===== src/design/fps_pkg.sv =====
// Shared types and constants for the frame playback sequencer.
`default_nettype none

package fps_pkg;

    localparam int ACT_W  = 4;
    localparam int VAL_W  = 16;
    localparam int FRM_W  = 16;
    localparam int CNT_W  = 32;
    localparam int MODE_W = 2;
    localparam int ERR_W  = 2;
    localparam int ADDR_W = 3;
    localparam int DATA_W = 32;

    localparam logic [ACT_W-1:0] ACT_TICK   = 4'd0;
    localparam logic [ACT_W-1:0] ACT_PLAY   = 4'd1;
    localparam logic [ACT_W-1:0] ACT_PAUSE  = 4'd2;
    localparam logic [ACT_W-1:0] ACT_STOP   = 4'd3;
    localparam logic [ACT_W-1:0] ACT_TOGGLE = 4'd4;
    localparam logic [ACT_W-1:0] ACT_SEEK   = 4'd5;
    localparam logic [ACT_W-1:0] ACT_NEXT   = 4'd6;
    localparam logic [ACT_W-1:0] ACT_PREV   = 4'd7;
    localparam logic [ACT_W-1:0] ACT_LOAD   = 4'd8;

    localparam logic [MODE_W-1:0] MODE_STOPPED = 2'd0;
    localparam logic [MODE_W-1:0] MODE_PLAYING = 2'd1;
    localparam logic [MODE_W-1:0] MODE_PAUSED  = 2'd2;

    localparam logic [ERR_W-1:0] ERR_NONE      = 2'd0;
    localparam logic [ERR_W-1:0] ERR_NO_FRAMES = 2'd1;
    localparam logic [ERR_W-1:0] ERR_SEEK_OOR  = 2'd2;

    localparam logic REG_PERIOD = 1'b0;
    localparam logic REG_LOOP   = 1'b1;

    localparam logic [FRM_W-1:0] PERIOD_RESET = 16'd33;
    localparam logic             LOOP_RESET   = 1'b1;

    typedef struct packed {
        logic [FRM_W-1:0] period;
        logic             loop_en;
    } t_cfg;

    typedef struct packed {
        logic [FRM_W-1:0]  current_frame;
        logic [FRM_W-1:0]  total_frames;
        logic [MODE_W-1:0] mode;
        logic              changed;
        logic [ERR_W-1:0]  error;
        logic [CNT_W-1:0]  frames_played;
    } t_res;

endpackage

`default_nettype wire


===== src/design/fps_cmd_if.sv =====
// Command channel: valid/ready handshake carrying one action item.
`default_nettype none

interface fps_cmd_if import fps_pkg::*; ();
    logic             valid;
    logic             ready;
    logic [ACT_W-1:0] action;
    logic [VAL_W-1:0] value;

    modport source (output valid, output action, output value, input ready);
    modport sink (input valid, input action, input value, output ready);
endinterface

`default_nettype wire


===== src/design/fps_res_if.sv =====
// Result channel: valid/ready handshake carrying one status item.
`default_nettype none

interface fps_res_if import fps_pkg::*; ();
    logic              valid;
    logic              ready;
    logic [FRM_W-1:0]  current_frame;
    logic [FRM_W-1:0]  total_frames;
    logic [MODE_W-1:0] mode;
    logic              changed;
    logic [ERR_W-1:0]  error;
    logic [CNT_W-1:0]  frames_played;

    modport source (output valid, output current_frame, output total_frames, output mode,
                    output changed, output error, output frames_played, input ready);
    modport sink (input valid, input current_frame, input total_frames, input mode,
                  input changed, input error, input frames_played, output ready);
endinterface

`default_nettype wire


===== src/design/frame_playback_sequencer.sv =====
// Top level of the frame playback sequencer.
// Each command item (tick, play, pause, stop, toggle, seek, next, previous,
// load count) yields exactly one result item with the frame, frame count,
// mode, change flag, error code and played-frame count after that command.
// One item per clock is sustained while results are not stalled; an item
// goes from the command register through the next-state logic into the
// result register. While a result is stalled the command register still
// takes one more command before ready drops. Configuration (frame period
// at address 0, loop enable at address 4) is written over APB; the user
// is to write it only while idle, which the block itself does not enforce.
`default_nettype none

module frame_playback_sequencer import fps_pkg::*; (
    input  wire logic              i_clk,
    input  wire logic              i_rst_n,
    fps_cmd_if.sink                i_cmd,
    fps_res_if.source              o_res,
    input  wire logic              psel,
    input  wire logic              penable,
    input  wire logic              pwrite,
    input  wire logic [ADDR_W-1:0] paddr,
    input  wire logic [DATA_W-1:0] pwdata,
    output      logic [DATA_W-1:0] prdata,
    output      logic              pready
);

    t_cfg             cfg;
    t_res             res;
    logic             r_in_vld;
    logic [ACT_W-1:0] r_act;
    logic [VAL_W-1:0] r_val;
    logic             r_out_vld;
    t_res             r_out;
    logic             advance;

    fps_cfg u_cfg (
        .i_clk   (i_clk),
        .i_rst_n (i_rst_n),
        .psel    (psel),
        .penable (penable),
        .pwrite  (pwrite),
        .paddr   (paddr),
        .pwdata  (pwdata),
        .prdata  (prdata),
        .pready  (pready),
        .o_cfg   (cfg)
    );

    fps_core u_core (
        .i_clk    (i_clk),
        .i_rst_n  (i_rst_n),
        .i_step   (advance),
        .i_action (r_act),
        .i_value  (r_val),
        .i_cfg    (cfg),
        .o_res    (res)
    );

    assign advance     = r_in_vld && (!r_out_vld || o_res.ready);
    assign i_cmd.ready = !r_in_vld || advance;

    always_ff @(posedge i_clk) begin
        if (!i_rst_n) begin
            r_in_vld <= 1'b0;
        end else if (i_cmd.ready) begin
            r_in_vld <= i_cmd.valid;
        end
    end

    always_ff @(posedge i_clk) begin
        if (i_cmd.valid && i_cmd.ready) begin
            r_act <= i_cmd.action;
            r_val <= i_cmd.value;
        end
    end

    always_ff @(posedge i_clk) begin
        if (!i_rst_n) begin
            r_out_vld <= 1'b0;
        end else if (advance) begin
            r_out_vld <= 1'b1;
        end else if (o_res.ready) begin
            r_out_vld <= 1'b0;
        end
    end

    always_ff @(posedge i_clk) begin
        if (advance) begin
            r_out <= res;
        end
    end

    assign o_res.valid         = r_out_vld;
    assign o_res.current_frame = r_out.current_frame;
    assign o_res.total_frames  = r_out.total_frames;
    assign o_res.mode          = r_out.mode;
    assign o_res.changed       = r_out.changed;
    assign o_res.error         = r_out.error;
    assign o_res.frames_played = r_out.frames_played;

endmodule

`default_nettype wire


===== src/design/fps_cfg.sv =====
// APB configuration registers: frame period and loop enable.
`default_nettype none

module fps_cfg import fps_pkg::*; (
    input  wire logic              i_clk,
    input  wire logic              i_rst_n,
    input  wire logic              psel,
    input  wire logic              penable,
    input  wire logic              pwrite,
    input  wire logic [ADDR_W-1:0] paddr,
    input  wire logic [DATA_W-1:0] pwdata,
    output      logic [DATA_W-1:0] prdata,
    output      logic              pready,
    output      t_cfg              o_cfg
);

    logic             r_loop;
    logic [FRM_W-1:0] r_period;
    logic             wr_en;
    logic             reg_sel;

    assign pready  = 1'b1;
    assign wr_en   = psel && penable && pwrite;
    assign reg_sel = paddr[2];

    always_ff @(posedge i_clk) begin
        if (!i_rst_n) begin
            r_period <= PERIOD_RESET;
            r_loop   <= LOOP_RESET;
        end else if (wr_en) begin
            if (reg_sel == REG_PERIOD) begin
                r_period <= pwdata[FRM_W-1:0];
            end else begin
                r_loop <= pwdata[0];
            end
        end
    end

    always_comb begin
        if (reg_sel == REG_LOOP) begin
            prdata = {{(DATA_W-1){1'b0}}, r_loop};
        end else begin
            prdata = {{(DATA_W-FRM_W){1'b0}}, r_period};
        end
    end

    assign o_cfg.period  = r_period;
    assign o_cfg.loop_en = r_loop;

endmodule

`default_nettype wire


===== src/design/fps_core.sv =====
// Playback state registers and the per-item next-state logic.
`default_nettype none

module fps_core import fps_pkg::*; (
    input  wire logic             i_clk,
    input  wire logic             i_rst_n,
    input  wire logic             i_step,
    input  wire logic [ACT_W-1:0] i_action,
    input  wire logic [VAL_W-1:0] i_value,
    input  wire t_cfg             i_cfg,
    output      t_res             o_res
);

    logic [MODE_W-1:0] r_mode, n_mode;
    logic [FRM_W-1:0]  r_idx, n_idx;
    logic [FRM_W-1:0]  r_tot, n_tot;
    logic [FRM_W-1:0]  r_ms, n_ms;
    logic [CNT_W-1:0]  r_cnt, n_cnt;
    logic              chg;
    logic [ERR_W-1:0]  err;
    logic [FRM_W:0]    idx_inc;
    logic              at_end;
    logic [FRM_W-1:0]  last;
    logic [FRM_W-1:0]  ms_inc;
    logic [FRM_W-1:0]  tgt;
    logic              playing;
    logic              has_frames;

    assign idx_inc    = {1'b0, r_idx} + {{FRM_W{1'b0}}, 1'b1};
    assign at_end     = idx_inc >= {1'b0, r_tot};
    assign last       = r_tot - {{(FRM_W-1){1'b0}}, 1'b1};
    assign ms_inc     = (r_ms != {FRM_W{1'b1}}) ? r_ms + {{(FRM_W-1){1'b0}}, 1'b1} : r_ms;
    assign playing    = (r_mode == MODE_PLAYING);
    assign has_frames = (r_tot != '0);

    always_comb begin
        n_mode = r_mode;
        n_idx  = r_idx;
        n_tot  = r_tot;
        n_ms   = r_ms;
        n_cnt  = r_cnt;
        chg    = 1'b0;
        err    = ERR_NONE;
        tgt    = r_idx;
        case (i_action)
            ACT_TICK: begin
                if (playing && has_frames) begin
                    n_ms = ms_inc;
                    if (ms_inc >= i_cfg.period) begin
                        chg = 1'b1;
                        if (!at_end) begin
                            n_idx = idx_inc[FRM_W-1:0];
                        end else if (i_cfg.loop_en) begin
                            n_idx = '0;
                        end else begin
                            n_idx  = last;
                            n_mode = MODE_PAUSED;
                        end
                        n_ms = '0;
                        if (r_cnt != {CNT_W{1'b1}}) begin
                            n_cnt = r_cnt + {{(CNT_W-1){1'b0}}, 1'b1};
                        end
                    end
                end
            end
            ACT_PAUSE: begin
                if (playing) begin
                    n_mode = MODE_PAUSED;
                    chg    = 1'b1;
                end
            end
            ACT_PLAY, ACT_TOGGLE: begin
                if (i_action == ACT_TOGGLE && playing) begin
                    n_mode = MODE_PAUSED;
                    chg    = 1'b1;
                end else if (!has_frames) begin
                    err = ERR_NO_FRAMES;
                end else if (!playing) begin
                    n_mode = MODE_PLAYING;
                    n_ms   = '0;
                    chg    = 1'b1;
                end
            end
            ACT_STOP: begin
                n_mode = MODE_STOPPED;
                n_idx  = '0;
                n_cnt  = '0;
                chg    = 1'b1;
            end
            ACT_SEEK: begin
                if (!has_frames) begin
                    err = ERR_NO_FRAMES;
                end else if (i_value >= r_tot) begin
                    err = ERR_SEEK_OOR;
                end else if (i_value != r_idx) begin
                    n_idx = i_value;
                    n_ms  = '0;
                    chg   = 1'b1;
                end
            end
            ACT_NEXT: begin
                if (has_frames) begin
                    if (!at_end) begin
                        tgt = idx_inc[FRM_W-1:0];
                    end else if (i_cfg.loop_en) begin
                        tgt = '0;
                    end else begin
                        tgt = last;
                        if (playing) begin
                            n_mode = MODE_PAUSED;
                            chg    = 1'b1;
                        end
                    end
                    if (tgt != r_idx) begin
                        n_idx = tgt;
                        n_ms  = '0;
                        chg   = 1'b1;
                    end
                end
            end
            ACT_PREV: begin
                if (has_frames) begin
                    if (r_idx != '0) begin
                        tgt = r_idx - {{(FRM_W-1){1'b0}}, 1'b1};
                    end else if (i_cfg.loop_en) begin
                        tgt = last;
                    end else begin
                        tgt = '0;
                    end
                    if (tgt != r_idx) begin
                        n_idx = tgt;
                        n_ms  = '0;
                        chg   = 1'b1;
                    end
                end
            end
            ACT_LOAD: begin
                n_tot = i_value;
                if (i_value == '0) begin
                    n_idx  = '0;
                    n_mode = MODE_STOPPED;
                end else if (r_idx >= i_value) begin
                    n_idx = i_value - {{(FRM_W-1){1'b0}}, 1'b1};
                end
                chg = 1'b1;
            end
            default: begin
            end
        endcase
    end

    always_ff @(posedge i_clk) begin
        if (!i_rst_n) begin
            r_mode <= MODE_STOPPED;
            r_idx  <= '0;
            r_tot  <= '0;
            r_ms   <= '0;
            r_cnt  <= '0;
        end else if (i_step) begin
            r_mode <= n_mode;
            r_idx  <= n_idx;
            r_tot  <= n_tot;
            r_ms   <= n_ms;
            r_cnt  <= n_cnt;
        end
    end

    assign o_res.current_frame = n_idx;
    assign o_res.total_frames  = n_tot;
    assign o_res.mode          = n_mode;
    assign o_res.changed       = chg;
    assign o_res.error         = err;
    assign o_res.frames_played = n_cnt;

endmodule

`default_nettype wire


===== src/flat_wrapper.sv =====
// flat-port wrapper written by rule: the top's interface ports become plain ports
module frame_playback_sequencer_flat import fps_pkg::*;
  (i_clk, i_rst_n, psel, penable, pwrite, paddr, pwdata, prdata, pready, i_cmd_valid, i_cmd_action, i_cmd_value, i_cmd_ready, o_res_valid, o_res_current_frame, o_res_total_frames, o_res_mode, o_res_changed, o_res_error, o_res_frames_played, o_res_ready);
  fps_cmd_if i_cmd_i ();
  fps_res_if o_res_i ();
  input  wire logic i_clk;
  input  wire logic i_rst_n;
  input  wire logic psel;
  input  wire logic penable;
  input  wire logic pwrite;
  input  wire logic [ADDR_W-1:0] paddr;
  input  wire logic [DATA_W-1:0] pwdata;
  output      logic [DATA_W-1:0] prdata;
  output      logic pready;
  input wire logic [$bits(i_cmd_i.valid)-1:0] i_cmd_valid;
  input wire logic [$bits(i_cmd_i.action)-1:0] i_cmd_action;
  input wire logic [$bits(i_cmd_i.value)-1:0] i_cmd_value;
  output wire logic [$bits(i_cmd_i.ready)-1:0] i_cmd_ready;
  output wire logic [$bits(o_res_i.valid)-1:0] o_res_valid;
  output wire logic [$bits(o_res_i.current_frame)-1:0] o_res_current_frame;
  output wire logic [$bits(o_res_i.total_frames)-1:0] o_res_total_frames;
  output wire logic [$bits(o_res_i.mode)-1:0] o_res_mode;
  output wire logic [$bits(o_res_i.changed)-1:0] o_res_changed;
  output wire logic [$bits(o_res_i.error)-1:0] o_res_error;
  output wire logic [$bits(o_res_i.frames_played)-1:0] o_res_frames_played;
  input wire logic [$bits(o_res_i.ready)-1:0] o_res_ready;
  assign i_cmd_i.valid = i_cmd_valid;
  assign i_cmd_i.action = i_cmd_action;
  assign i_cmd_i.value = i_cmd_value;
  assign i_cmd_ready = i_cmd_i.ready;
  assign o_res_valid = o_res_i.valid;
  assign o_res_current_frame = o_res_i.current_frame;
  assign o_res_total_frames = o_res_i.total_frames;
  assign o_res_mode = o_res_i.mode;
  assign o_res_changed = o_res_i.changed;
  assign o_res_error = o_res_i.error;
  assign o_res_frames_played = o_res_i.frames_played;
  assign o_res_i.ready = o_res_ready;
  frame_playback_sequencer u_core (.i_clk(i_clk), .i_rst_n(i_rst_n), .i_cmd(i_cmd_i), .o_res(o_res_i), .psel(psel), .penable(penable), .pwrite(pwrite), .paddr(paddr), .pwdata(pwdata), .prdata(prdata), .pready(pready));
endmodule

===== config.mk =====
export PLATFORM = sky130hd
export DESIGN_NAME = frame_playback_sequencer_flat
export DESIGN_NICKNAME = d
export VERILOG_FILES = /design/src/design/fps_pkg.sv /design/src/design/fps_cmd_if.sv /design/src/design/fps_res_if.sv /design/src/design/frame_playback_sequencer.sv /design/src/design/fps_cfg.sv /design/src/design/fps_core.sv /design/src/flat_wrapper.sv
export SDC_FILE = /design/constraint.sdc
export NUM_CORES = 1
export LEC_CHECK = 0
export ABC_AREA = 1
export BUFFER_PORTS_ARGS = -buffer_cell sky130_fd_sc_hd__buf_2
export CAP_MARGIN = 10
export CORE_MARGIN = 2
export CORE_UTILIZATION = 50
export CTS_CLUSTER_SIZE = 25
export DETAILED_ROUTE_END_ITERATION = 7
export GPL_TIMING_DRIVEN = 0
export HOLD_SLACK_MARGIN = 0.1
export MAX_ROUTING_LAYER = met4
export PLACE_DENSITY = 0.7
export SLEW_MARGIN = 20
export SYNTH_ARGS = -nofsm -noshare
export SYNTH_HDL_FRONTEND = slang
export SYNTH_SLANG_ARGS = --single-unit

===== constraint.sdc =====
create_clock -name i_clk -period 7.3 [get_ports i_clk]
set_input_delay 0.73 -clock i_clk [delete_from_list [all_inputs] [get_ports i_clk]]
set_output_delay 0.73 -clock i_clk [all_outputs]
set_load 0.03 [all_outputs]

==> impl_summary.md <==
Pwr
The leakage power is 0.00770 uW. IR analysis of the VDD net gives a maximum drop of 0.164 mV. In this run the power density over the cells is 198 nW/um^2.

Critical path
Data on the critical path is required at its endpoint by 7660 ps. The path type of the worst setup path is reg -> reg. The maximum fanout along the worst path is 10. The launch instance of the worst register-to-register path is u_core.u_core.r_idx[0]$_SDFFE_PN0P_. STA puts the critical path data arrival time at 5410 ps.

Counting cells, the worst reg-to-reg path comes to 22. The worst register-to-register path ends at u_core.u_core.r_ms[9]$_SDFFE_PN0P_. The reg2reg setup slack is 2250 ps. The kind of capture point of the worst setup path is a flip-flop. The worst setup path is launched from a flip-flop.

Synth
The synthesized area per cell is 6.67 um^2. The cell area after technology mapping is 14600 um^2. Summing the areas of all fa, ha and maj instances in the mapped netlist gives 6.08% of the synthesized area. The synthesized netlist contains 46 unique library cells. By area, the combinational part of the netlist is dominated by simple AND/OR/NAND/NOR gates. Of the total synthesized cell area, the portion taken by AND, OR, NAND and NOR gates is 33.4%. Summing the areas of all xor and xnor instances in the mapped netlist gives 2.58% of the synthesized area.

Sequential cells were found to cover 32.2% of the synthesized design area. The synthesized design contains 190 register bits. The synthesized instance count is 2189. The count of warnings emitted by yosys is 0. The share of the synthesized area in compound gates (AO/OA/AOI/OAI) is 14.9%.

In the synthesized netlist, mux cells make up 0% of the area.

Clock network
Buffers added to address setup during post-CTS repair amount to 0. In this run, post-CTS hold repair placed 0 buffers. The clock-pin slew on the worst setup and hold paths is 80 ps. The clock sink count is 190. The number of gates given a new drive strength after cts is 0. The maximum clock insertion buffer count is 2.

The count of H-tree levels built during CTS is 4. TritonCTS built the clock tree. The root buffer cell chosen for the clock tree is sky130_fd_sc_hd__clkbuf_16. The number of buffers created by CTS is 17.

The clock reaches the later pin of the worst-skew pair after 460 ps.

STA
The final max-slew violation count is 0. The post-route fraction of the period consumed by the critical path is 69.2%. The transition time of the tightest slew-check pin is 1090 ps. Setup repair after global routing left no endpoint under its margin. Measured against its own limit, the worst slew margin works out to 27.2%. For this run, the top clock speed supported by timing is 198 MHz.

Setup violations remaining at the end of the flow were counted as 0. The final hold violation count is 0. The smallest clock period supported by the final layout is computed as 5050 ps. After routing, the total negative slack on setup checks comes to 0 ps. Clock skew on the completed layout was measured at 12.5 ps.

Die
The die is 175 um wide. The overall die area is 30600 um^2. The initial core utilization is 50.9%. The die is 175 um tall.

166 I/O pins were placed. Row generation in the floorplan step produced 62 rows. The core outline area is 28700 um^2.

Layout
The area growth from synthesis to layout is 12.4%. The combined flip-flop and latch cell area is 4690 um^2. The number of filler instances in the final layout is 2737. The final instance area is 16400 um^2. The post-route netlist has 11.7% of its cells at a drive strength greater than 1. The most frequent standard cell in the layout excluding fill and tap cells is sky130_fd_sc_hd__nand2_1.

In the final design database the tool counted 2486 nets. In the layout the commonest cells are sky130_fd_sc_hd__nand2_1, sky130_fd_sc_hd__nor2_1, sky130_fd_sc_hd__inv_1, sky130_fd_sc_hd__nand3_1, sky130_fd_sc_hd__o21ai_0. 0 antenna diodes ended up in the layout. The multi-input combinational cells in the finished layout cover a total of 8400 um^2.

Route
The average wire per standard cell is 20.8 um. The detailed router placed 16.0k vias in this run. The routed design has 57300 um of wire. The iteration count of the initial detailed-routing pass is 8. The iteration-0 DRC count of the detailed router is 1756. In this run the remaining antenna-violating nets after routing total 0. The count of unresolved DRC violations after routing is 0.

Using the TritonRoute via totals, the vias-per-cell ratio works out to 5.84.

Global routing
The first global-routing pass estimated 85900 um of wire. Global routing used 38.3% of the available tracks. The initial antenna violation count is 0. The via count of the first global-routing pass is 14.8k. Global routing finished with a remaining overflow of 0.

Entering global routing, the biggest net connects 53 pins.

Worst hold path
The class of the tightest hold or removal check is in -> reg. The number of cells on the worst hold path is 1. The worst-case hold path end point is u_core.r_val[13]$_DFFE_PP_. The worst hold path begins at i_cmd_value[13].

Outcome
The flow ran to the end, and the final reports show no timing, DRC or antenna violations.

Place
The final weighted congestion of routability-driven global placement is 1.09. The instance area after placement is 15800 um^2. Input and output buffers added on the ports amount to 129. The estimated wirelength of the detail-placed design is 45200 um.

Job
Across the run, the number of max-cap violations was 0.
## synthesized netlist by cell type (all sizes together)
cell type | count | area [um^2]
o21ai | 184 | 921
inv | 251 | 942
a21oi | 159 | 800
xnor2 | 5 | 43.8
o2111ai | 2 | 17.5
dfxtp | 101 | 2020
edfxtp | 89 | 2670
nand4 | 59 | 375
nor3 | 30 | 171
o211ai | 43 | 323
ha | 71 | 888
conb | 2 | 7.51
nor4 | 9 | 56.3
a211oi | 1 | 7.51
nand2 | 524 | 2000
nand3 | 223 | 1220
o31ai | 2 | 15.0
and2 | 5 | 31.3
a31oi | 2 | 12.5
a21o | 4 | 30.0
xor2 | 38 | 333
clkinv | 7 | 26.3
clkbuf | 58 | 218
nand3b | 4 | 30.0
nor2 | 245 | 961
o22ai | 3 | 18.8
buf | 58 | 390
and3 | 4 | 25.0
a21boi | 4 | 30.0
or2 | 2 | 12.5
## logic make-up after synthesis
family / after synthesis
buffers and inverters: 374
xor gates and xnor gates: 43
and+or+nand+nor: 1105
AOI/OAI and AO/OA: 404
other: 2
DFF: 190
adders and majority gates: 71
## how the worst max path moves through the flow
| stage | startpoint | end | slack (ps) | cells past startpoint |
|---|---|---|---|---|
| after floorplan | o_res_ready | u_core.o_res.changed$_DFFE_PP_ | 3720 | 5 |
| after global placement | u_core.u_core.r_idx[0]$_SDFFE_PN0P_ | u_core.u_core.r_ms[1]$_SDFFE_PN0P_ | 2390 | 23 |
| after detailed placement | u_core.u_core.r_idx[0]$_SDFFE_PN0P_ | u_core.u_core.r_ms[6]$_SDFFE_PN0P_ | 2390 | 23 |
| after CTS | u_core.u_core.r_idx[0]$_SDFFE_PN0P_ | u_core.u_core.r_ms[9]$_SDFFE_PN0P_ | 2370 | 23 |
| after global routing | u_core.u_core.r_idx[0]$_SDFFE_PN0P_ | u_core.u_core.r_ms[1]$_SDFFE_PN0P_ | 1980 | 22 |
| final | u_core.u_core.r_idx[0]$_SDFFE_PN0P_ | u_core.u_core.r_ms[9]$_SDFFE_PN0P_ | 2250 | 22 |
## state kept, by name, summed over array words and instances, names as in the netlist
register                    count
u_core.u_core.r_idx            16
u_core.u_cfg.r_loop             1
u_core.u_core.r_tot            16
u_core.u_cfg.r_period          16
u_core.u_core.r_cnt            32
u_core.o_res.current_frame     16
u_core.u_core.r_ms             16
u_core.o_res.valid              1
u_core.r_val                   16
u_core.r_act                    4
u_core.o_res.frames_played     32
u_core.o_res.changed            1
u_core.u_core.r_mode            2
u_core.o_res.total_frames      16
u_core.o_res.error              2
u_core.o_res.mode               2
u_core.r_in_vld                 1
## critical path: stages (launching register included)
cell                      delay [ps]
sky130_fd_sc_hd__dfxtp_1         670
sky130_fd_sc_hd__ha_1            320
sky130_fd_sc_hd__nand3_2         140
sky130_fd_sc_hd__nor2_2          270
sky130_fd_sc_hd__nand4_1         150
sky130_fd_sc_hd__xor2_1          530
sky130_fd_sc_hd__ha_1            360
sky130_fd_sc_hd__nand2_1         100
sky130_fd_sc_hd__inv_1            40
sky130_fd_sc_hd__a21oi_1         160
sky130_fd_sc_hd__o21ai_1         120
sky130_fd_sc_hd__a21oi_2         440
sky130_fd_sc_hd__buf_4           270
sky130_fd_sc_hd__nand3_1         110
sky130_fd_sc_hd__nand3_1         200
sky130_fd_sc_hd__nand2_1          70
sky130_fd_sc_hd__nor2_1          130
sky130_fd_sc_hd__nand2_1          60
sky130_fd_sc_hd__nor2_1          170
sky130_fd_sc_hd__nand3_2         160
sky130_fd_sc_hd__buf_2           240
sky130_fd_sc_hd__a21oi_1         160
sky130_fd_sc_hd__nor2_1           60
## metal layers
metal  part of all wire [%]  global-route usage [%]  up-vias
met5                      0                       -        -
met4                    5.7                    19.5        0
met3                    8.2                    6.66      162
met2                     45                    59.6      896
met1                     41                    48.1     7388
li1                       -                       -     7601
## report_power, final
part	switching (uW)	leakage, uW	internal (uW)
sequential	58.4	0.00169	1190
clock	463	0.000286	486
combinational	765	0.00572	297
total	1290	0.00770	1970
## cell type report
cell class              count  area share (%)
plain buffers             116            3.73
clock buffers              19            2.64
inverters                 258            5.90
multi-input cells        1640            51.2
well taps                 384            2.93
flip-flops and latches    190            28.6
repair buffers            130            4.10
clock inverters            13           0.900
## per-stage QoR
step | hold WS [ps] | power, uW | utilization (%) | setup slack (ps) | instances
after floorplan | 455 | 1950 | - | 3720 | 2204
after global placement | 480 | 2280 | 55.0 | 2390 | 2717
after detailed placement | 492 | 2300 | 55.1 | 2390 | 2718
after CTS | 434 | 3230 | 57.2 | 2370 | 2750
after global routing | 428 | 3410 | 57.2 | 1980 | 2750
final | 443 | 3260 | 57.2 | 2250 | 2750
(Power assumes the default switching activity.)
